`config.mk`:
```
export PLATFORM = sky130hd
export DESIGN_NAME = depth_layer_sort_and_slice
export DESIGN_NICKNAME = d
export VERILOG_FILES = /design/src/hw/rtl/dls_pkg.sv /design/src/hw/rtl/dls_datapath.sv /design/src/hw/rtl/dls_controller.sv /design/src/hw/rtl/depth_layer_sort_and_slice.sv
export VERILOG_INCLUDE_DIRS = /design/src /design/src/hw/rtl
export SDC_FILE = /design/constraint.sdc
export NUM_CORES = 2
export LEC_CHECK = 0
export BUFFER_PORTS_ARGS = -buffer_cell sky130_fd_sc_hd__buf_2
export CAP_MARGIN = 40
export CORE_MARGIN = 2
export CORE_UTILIZATION = 49
export CTS_CLUSTER_SIZE = 12
export DETAILED_ROUTE_END_ITERATION = 6
export HOLD_SLACK_MARGIN = 0.15
export PLACE_DENSITY = 0.77
export SETUP_SLACK_MARGIN = 0.15
export SLEW_MARGIN = 20
export SYNTH_ARGS = -nofsm -noshare
export SYNTH_HDL_FRONTEND = slang
export SYNTH_SLANG_ARGS = --single-unit
```
`constraint.sdc`:
```
create_clock -name clock -period 9.25 [get_ports clock]
set_input_delay 0.925 -clock clock [delete_from_list [all_inputs] [get_ports clock]]
set_output_delay 0.925 -clock clock [all_outputs]
set_load 0.05 [all_outputs]
```
`src/hw/rtl/depth_layer_sort_and_slice_defines.svh`:
```
// assertion macros shared by the depth layer sort and slice rtl
`ifndef DEPTH_LAYER_SORT_AND_SLICE_DEFINES_SVH
`define DEPTH_LAYER_SORT_AND_SLICE_DEFINES_SVH

// same-cycle implication, checked outside reset
`define DLS_ASSERT_NOW(label, clk, rst, ante, cons, msg) \
   label: assert property (@(posedge clk) disable iff (rst) (ante) |-> (cons)) else $error(msg);

// next-cycle implication, checked outside reset
`define DLS_ASSERT_NEXT(label, clk, rst, ante, cons, msg) \
   label: assert property (@(posedge clk) disable iff (rst) (ante) |=> (cons)) else $error(msg);

`endif

```
`src/hw/rtl/dls_pkg.sv`:
```
package dls_pkg;

   localparam int MAX_LAYERS = 16;
   localparam int DEPTH_BITS = 24;
   localparam int COUNT_BITS = $clog2(MAX_LAYERS + 1);
   localparam int INSIDE_BITS = 8;

   localparam logic [DEPTH_BITS-1:0] SLICE_RESET = DEPTH_BITS'(8388608);
   localparam logic [INSIDE_BITS-1:0] INSIDE_ON = 8'hFF;
   localparam logic [INSIDE_BITS-1:0] INSIDE_OFF = 8'h00;

   typedef struct packed {
      logic [DEPTH_BITS-1:0] depth;
      logic                  last_layer;
   } req_type;

   typedef struct packed {
      logic [DEPTH_BITS-1:0]  sorted_depth;
      logic [INSIDE_BITS-1:0] inside_res;
      logic                   overflow;
      logic                   last_result;
   } rsp_type;

   // controller to datapath
   typedef struct packed {
      logic insert;
      logic classify;
      logic emit;
   } cmd_type;

   // datapath to controller
   typedef struct packed {
      logic rsp_free;
      logic emit_last;
   } status_type;

endpackage

```
`src/hw/rtl/dls_datapath.sv`:
```
module dls_datapath (
   input  logic                            clock,
   input  logic                            reset,
   input  dls_pkg::cmd_type                cmd,
   output dls_pkg::status_type             status,
   input  dls_pkg::req_type                req_data,
   output logic                            rsp_valid,
   input  logic                            rsp_ready,
   output dls_pkg::rsp_type                rsp_data,
   input  logic                            csr_write_enable,
   input  logic [dls_pkg::DEPTH_BITS-1:0]  csr_write_data
);
   import dls_pkg::*;

   `include "depth_layer_sort_and_slice_defines.svh"

   // sorted layer cells, ascending from cell 0
   logic [DEPTH_BITS-1:0] cell_ff [MAX_LAYERS];
   logic [DEPTH_BITS-1:0] cell_in [MAX_LAYERS];

   logic [COUNT_BITS-1:0] count_ff, count_in;
   logic                  list_ended_ff, list_ended_in;
   logic                  overflowed_ff, overflowed_in;
   logic                  inside_ff, inside_in;
   logic [DEPTH_BITS-1:0] slice_ff, slice_in;
   logic                  rsp_valid_ff, rsp_valid_in;
   rsp_type               rsp_data_ff, rsp_data_in;

   logic [MAX_LAYERS-1:0] gt;
   logic [MAX_LAYERS-1:0] gt_prev;
   logic [MAX_LAYERS-1:0] below;
   logic                  store_en;
   logic                  take;
   logic                  emit_last;

   assign take      = cmd.insert && !list_ended_ff && (req_data.depth != '0);
   assign store_en  = take && (count_ff < COUNT_BITS'(MAX_LAYERS));
   assign emit_last = (count_ff <= COUNT_BITS'(1));

   // per cell compares against the incoming depth and the slice plane
   always_comb begin
      for (int i = 0; i < MAX_LAYERS; i++) begin
         gt[i]    = (COUNT_BITS'(i) < count_ff) && (cell_ff[i] > req_data.depth);
         below[i] = (COUNT_BITS'(i) < count_ff) && (cell_ff[i] < slice_ff);
      end
      gt_prev = {gt[MAX_LAYERS-2:0], 1'b0};
   end

   always_comb begin
      for (int i = 0; i < MAX_LAYERS; i++) begin
         cell_in[i] = cell_ff[i];
      end
      if (store_en) begin
         // insertion: larger entries move up one cell
         for (int i = 0; i < MAX_LAYERS; i++) begin
            if (gt_prev[i]) begin
               cell_in[i] = (i == 0) ? cell_ff[0] : cell_ff[(i == 0) ? 0 : i-1];
            end else if (gt[i] || (COUNT_BITS'(i) == count_ff)) begin
               cell_in[i] = req_data.depth;
            end
         end
      end else if (cmd.emit) begin
         // smallest leaves from cell 0
         for (int i = 0; i < MAX_LAYERS - 1; i++) begin
            cell_in[i] = cell_ff[i+1];
         end
      end
   end

   always_comb begin
      count_in      = count_ff;
      list_ended_in = list_ended_ff;
      overflowed_in = overflowed_ff;
      inside_in     = inside_ff;
      rsp_valid_in  = rsp_valid_ff;
      rsp_data_in   = rsp_data_ff;
      slice_in      = csr_write_enable ? csr_write_data : slice_ff;

      if (cmd.insert && !list_ended_ff && (req_data.depth == '0)) begin
         list_ended_in = 1'b1;
      end
      if (store_en) begin
         count_in = count_ff + COUNT_BITS'(1);
      end else if (take) begin
         overflowed_in = 1'b1;
      end

      if (cmd.classify) begin
         inside_in = ^below;
      end

      if (rsp_ready) begin
         rsp_valid_in = 1'b0;
      end
      if (cmd.emit) begin
         rsp_valid_in             = 1'b1;
         rsp_data_in.sorted_depth = (count_ff == '0) ? '0 : cell_ff[0];
         rsp_data_in.inside_res   = inside_ff ? INSIDE_ON : INSIDE_OFF;
         rsp_data_in.overflow     = overflowed_ff;
         rsp_data_in.last_result  = emit_last;
         if (count_ff != '0) begin
            count_in = count_ff - COUNT_BITS'(1);
         end
         if (emit_last) begin
            list_ended_in = 1'b0;
            overflowed_in = 1'b0;
         end
      end
   end

   always_ff @(posedge clock) begin
      if (reset) begin
         count_ff      <= '0;
         list_ended_ff <= 1'b0;
         overflowed_ff <= 1'b0;
         rsp_valid_ff  <= 1'b0;
         slice_ff      <= SLICE_RESET;
      end else begin
         count_ff      <= count_in;
         list_ended_ff <= list_ended_in;
         overflowed_ff <= overflowed_in;
         rsp_valid_ff  <= rsp_valid_in;
         slice_ff      <= slice_in;
      end
   end

   always_ff @(posedge clock) begin
      for (int i = 0; i < MAX_LAYERS; i++) begin
         cell_ff[i] <= cell_in[i];
      end
      inside_ff   <= inside_in;
      rsp_data_ff <= rsp_data_in;
   end

   assign status    = '{rsp_free: !rsp_valid_ff || rsp_ready, emit_last: emit_last};
   assign rsp_valid = rsp_valid_ff;
   assign rsp_data  = rsp_data_ff;

   `DLS_ASSERT_NOW(a_count_bound, clock, reset, 1'b1,
      count_ff <= COUNT_BITS'(MAX_LAYERS), "layer count beyond store size")
   `DLS_ASSERT_NEXT(a_emit_drains, clock, reset, cmd.emit && emit_last,
      (count_ff == '0) && !overflowed_ff && !list_ended_ff,
      "pixel state not cleared after final word")
   `DLS_ASSERT_NEXT(a_store_counts, clock, reset, store_en && !cmd.emit,
      count_ff == $past(count_ff) + COUNT_BITS'(1), "stored layer not counted")

endmodule

```
`src/hw/rtl/dls_controller.sv`:
```
module dls_controller (
   input  logic                clock,
   input  logic                reset,
   input  logic                req_valid,
   output logic                req_ready,
   input  logic                req_last_layer,
   input  dls_pkg::status_type status,
   output dls_pkg::cmd_type    cmd
);
   import dls_pkg::*;

   `include "depth_layer_sort_and_slice_defines.svh"

   localparam logic [1:0] ST_COLLECT  = 2'd0;
   localparam logic [1:0] ST_CLASSIFY = 2'd1;
   localparam logic [1:0] ST_EMIT     = 2'd2;

   logic [1:0] state_ff, state_in;
   logic       accept;

   assign req_ready = (state_ff == ST_COLLECT);
   assign accept    = req_valid && req_ready;

   always_comb begin
      state_in     = state_ff;
      cmd.insert   = 1'b0;
      cmd.classify = 1'b0;
      cmd.emit     = 1'b0;
      unique case (state_ff)
         ST_COLLECT: begin
            cmd.insert = accept;
            if (accept && req_last_layer) begin
               state_in = ST_CLASSIFY;
            end
         end
         ST_CLASSIFY: begin
            cmd.classify = 1'b1;
            state_in     = ST_EMIT;
         end
         ST_EMIT: begin
            if (status.rsp_free) begin
               cmd.emit = 1'b1;
               if (status.emit_last) begin
                  state_in = ST_COLLECT;
               end
            end
         end
         default: begin
            state_in = ST_COLLECT;
         end
      endcase
   end

   always_ff @(posedge clock) begin
      if (reset) begin
         state_ff <= ST_COLLECT;
      end else begin
         state_ff <= state_in;
      end
   end

   `DLS_ASSERT_NEXT(a_close_classifies, clock, reset, accept && req_last_layer,
      cmd.classify && !req_ready, "closing word not followed by classify")
   `DLS_ASSERT_NEXT(a_classify_emits, clock, reset, cmd.classify,
      state_ff == ST_EMIT, "classify not followed by emit")
   `DLS_ASSERT_NOW(a_emit_has_room, clock, reset, cmd.emit, status.rsp_free,
      "word emitted over a held result")

endmodule

```
`src/hw/rtl/depth_layer_sort_and_slice.sv`:
```
// Depth layer sort and slice: a pixel arrives as a run of request words, one
// layer depth each, closed by last_layer. Depths are kept in a row of 16
// sorted cells; each stored depth is inserted in the cycle it is accepted.
// A zero depth ends the pixel's list and later layers are ignored; valid
// depths past 16 are dropped and flag overflow. After the closing word the
// classify strobe, high for a single cycle, classifies the pixel
// (parity of depths strictly below slice_depth, from csr_write_data) and then
// the depths leave in ascending order, one response word per cycle while
// rsp_ready is high, the smallest shifted out of cell 0. An empty pixel gives
// one word of depth 0. The request side is held off from the closing word
// until the last response word is loaded into the output register.
module depth_layer_sort_and_slice (
   input  logic                           clock,
   input  logic                           reset,
   // request channel
   input  logic                           req_valid,
   output logic                           req_ready,
   input  dls_pkg::req_type               req_data,
   // response channel
   output logic                           rsp_valid,
   input  logic                           rsp_ready,
   output dls_pkg::rsp_type               rsp_data,
   // slice depth register
   input  logic                           csr_write_enable,
   input  logic [dls_pkg::DEPTH_BITS-1:0] csr_write_data
);
   import dls_pkg::*;

   cmd_type    cmd;
   status_type status;

   // sequencing: collect, classify, emit
   dls_controller u_controller (
      .clock          (clock),
      .reset          (reset),
      .req_valid      (req_valid),
      .req_ready      (req_ready),
      .req_last_layer (req_data.last_layer),
      .status         (status),
      .cmd            (cmd)
   );

   // sorted cells, pixel flags, slice register and output register
   dls_datapath u_datapath (
      .clock            (clock),
      .reset            (reset),
      .cmd              (cmd),
      .status           (status),
      .req_data         (req_data),
      .rsp_valid        (rsp_valid),
      .rsp_ready        (rsp_ready),
      .rsp_data         (rsp_data),
      .csr_write_enable (csr_write_enable),
      .csr_write_data   (csr_write_data)
   );

endmodule

```
==> reports/results.env <==
DR.FIRST_ITER.DRC_COUNT=4294
TOTAL_LEAKAGE_POWER_nW=19.5
CRITICALPATHCATEGORY='in -> reg'
CLOCK_SINK_COUNT=446
CLK_ROOT_BUF='clkbuf_16'
WORST_SETUP_PATH_START_KIND='input pin'
DP_HPWL_UM=91800
AGGREGATE_GLOBAL_ROUTE_RESOURCE_USAGE_PCT=31.3
CORE.ROWCOUNT=102
LAYOUT-AREA-OVERHEAD-VS-SYNTH_PCT=9.84
CRIT_SLOWEST_CELL='o21ai_0'
COREAREA_UM2=77100
CHIPWIDTH_UM=282
SYNTH.TOP_CELL.AREA_SHARE_PCT=32.6
MAX_FREQ_GHz=0.213
SYNTH_ENABLE_FLOP_CELLS=412
WORSTPATHCELLLIST='buf_2, inv_1, ha_1, nor2b_1, o21a_1, o21a_1, o21a_1, o21a_1, o21a_1, o21a_1, o2111a_1, o21ai_0, a31oi_2, buf_4'
BUFFERING_STAGE_COUNT_ON_THE_WORST_PATH_WITH_INVERTERS_INCLUDED=3
INSERTION_DELAY_NS=0.62
GRT_START_MAX_NET_PINS=255
YOSYS_MOST_USED_DFF='edfxtp_1'
POSTSYNTH.ASYNCRESETSHARE_PCT=0
WORST_SETUP_HOLD_PATH_CLK_SLEW_NS=0.06
SLEW-LIMIT-HEADROOM_PCT=32.3
CTS_BUFFERS=54
YS_WARN_COUNT=0
GP_CONGESTION=0.973
GRT_FIRST_PASS_WIRELENGTH_UM=190000
END_KIND='flip-flop'
FINAL_PERIOD_MINUS_WORST_SETUP_SLACK_NS=4.69
CP_REQUIRED_NS=9.57
POWER_DENSITY_nW_PER_UM2=166
SYN_AREA_UM2=38000
HTREEDEPTH=2
CRITICAL-PATH-MAX-STAGE-DELAY_NS=0.58
YOSYS-TOP-CELLS-AREA='edfxtp_1 33%, ha_1 24%, mux2i_1 8.2%'
CTS-HOLD-FIX-BUFFERS=0
TIMING.FINAL.CRIT_SHARE_PCT=50.7
DETAILED_ROUTE_VIA_COUNT=32900
SEQ_AREA_FRAC_SYNTH_PCT=34.4
SYN_INST=3799
POSTSYNTHREGISTERBITS=446
SYNTHMOSTINSTANTIATEDCELL='ha_1'
POWER.IR.VDD_WORST_V=0.000155
SYNTH_NETS=4586
TOTAL_POWER_W=0.00693
TIMING.SETUP.TNS_NS=0
ARRIVAL_NS=5.01
POST_CTS.RESIZED_INSTANCES=0
MOST_AREA_HUNGRY_CELL_TYPE_IN_THE_YOSYS_NETLIST='edfxtp_1'
CRIT_PATH_MAX_FANOUT=24
POSTSYNTHAREAPERCELL_UM2=9.99
GRT_ANTENNA_BEFORE_REPAIR=14
GRT_SETUP_UNREPAIRED='no'
DIE_AREA_UM2=79700
IOPINCOUNT=90
DRTPASS1ITERATIONS=6
POST_CTS_SETUP_INSERTS=0
CTS_TREE='built'
SYNTH.TOP_CELLS.BY_COUNT='733 x ha_1, 424 x o21ai_0, 412 x edfxtp_1'
WORST_HOLD_MARGIN_NS=0.420
DETAIL_ROUTE.VIAS_PER_CELL=6.71
FINCLKSKEW_NS=0.0152
WORST_MIN_PATH_CLASS='reg -> reg'
FINALWIRELENGTH_UM=127000
CAP_VIOLATIONS=0
FIRST_GLOBAL_VIAS=31300
CTS.PATH.MAX_BUFFERS=3
LEAST_MARGIN_PIN_SLEW_NS=1.02
CRITPATHMOSTFREQUENTCELL='o21a_1'
FINALSETUPVIOLCOUNT=0
FINAL_ROUTED_WIRE_LENGTH_DIVIDED_BY_CELL_COUNT_UM=25.9
ROUTE.ANTENNA.REMAINING_NETS=0
FLOORPLAN.INITIALDENSITY_PCT=49.3
STATUS='finished clean'
PORT_BUFFERS=89
FINALHOLDVIOLATIONS=0
CRITICAL_PATH.TOP_DELAY_FAMILY='compound AO/OA/AOI/OAI gates'
DRIVE_GT1_SHARE_PCT=8.43
DRC=0
SLEW_VIOLATIONS=0
GR-TOTAL-OVERFLOW=0
DIE_H_UM=282
SYNTH.LIB_CELLS_USED.DISTINCT=65
FINISH.NET_COUNT=4611
-- worst register-to-register path: cells and delay by family (launching register included) --
family / cells / cell delay [ns]
adder cells (fa/ha/maj): 1 / 0.36
AO/OA/AOI/OAI: 3 / 1.22
buffers and inverters: 3 / 0.68
AND/OR/NAND/NOR: 1 / 0.10
flip-flops: 1 / 0.55
XOR/XNOR: 4 / 1.40
-- layout by cell type (no fill, tap or decap), drive strengths merged, types with 42 or more instances in the layout --
cell type  instances
a21o             269
buf              179
ha               733
nand4            161
edfxtp           412
clkbuf            76
inv               69
a31oi             42
nand3             45
nand2            374
nor2             139
a21oi            197
o21ai            425
mux2i            310
-- area by class of cell --
| type | instances | area (um2) |
|---|---|---|
| Fill cell | 6736 | 35400 |
| Multi-Input combinational cell | 3074 | 24000 |
| Sequential cell | 446 | 13100 |
| Clock buffer | 74 | 1550 |
| Timing Repair Buffer | 182 | 1370 |
| Tap cell | 1040 | 1300 |
| Inverter | 66 | 248 |
| Clock inverter | 25 | 226 |
| Antenna cell | 4 | 10.0 |
-- cell families after synthesis --
group / count (synthesis) / share of synthesized area [%]
flip-flops: 446 / 34.4
AO/OA/AOI/OAI: 1119 / 18.3
XOR/XNOR: 14 / 0.468
adder cells (fa/ha/maj): 733 / 24.2
multiplexers: 334 / 8.88
buffers and inverters: 279 / 2.94
AND/OR/NAND/NOR: 874 / 10.9
-- layer usage --
| metal | up-vias | wire (um) | GRT usage (%) |
|---|---|---|---|
| met3 | 365 | 17100 | 8.64 |
| li1 | 14700 | - | - |
| met2 | 2220 | 53600 | 46.5 |
| met5 | - | 83 | 0 |
| met4 | 16 | 4700 | 11.4 |
| met1 | 15700 | 51700 | 43.4 |
-- state kept, by name, summed over array words and instances (netlist names) --
name	flops
u_datapath.cell_ff	384
u_controller.state_ff	2
u_datapath.slice_ff	24
u_datapath.count_ff	5
u_datapath.overflowed_ff	1
u_datapath.rsp_valid	1
u_datapath.list_ended_ff	1
u_datapath.inside_ff	1
u_datapath.rsp_data	27
-- power breakdown --
part | leakage [nW] | internal [W] | switching [W]
Clock | 0.882 | 0.00128 | 0.000910
Combinational | 14.5 | 0.000764 | 0.00120
Sequential | 4.17 | 0.00249 | 0.000293
Total | 19.5 | 0.00453 | 0.00240
-- worst paths after layout --
path	from	endpoint	slack, ns	cells after the start
worst max-delay path	req_data[2]	u_datapath.cell_ff[0][29]	4.56	14
worst max register to register	u_datapath.slice_ff[5]	u_datapath.inside_ff	4.64	12
worst min-delay path	u_datapath.inside_ff	u_datapath.rsp_data[8]	0.42	0
worst min register to register	u_datapath.inside_ff	u_datapath.rsp_data[8]	0.42	0
-- through the flow --
step	cells	util (%)	instance area, um2	worst slack (ns)
after floorplan	3799	-	38000	3.66
after global placement	4786	51.3	39500	4.07
after detailed placement	4796	51.5	39700	3.95
after CTS	4895	53.8	41500	4.59
after global routing	4908	54.1	41700	4.43
final	4911	54.1	41700	4.56
Power figures use the tool's default switching activity.
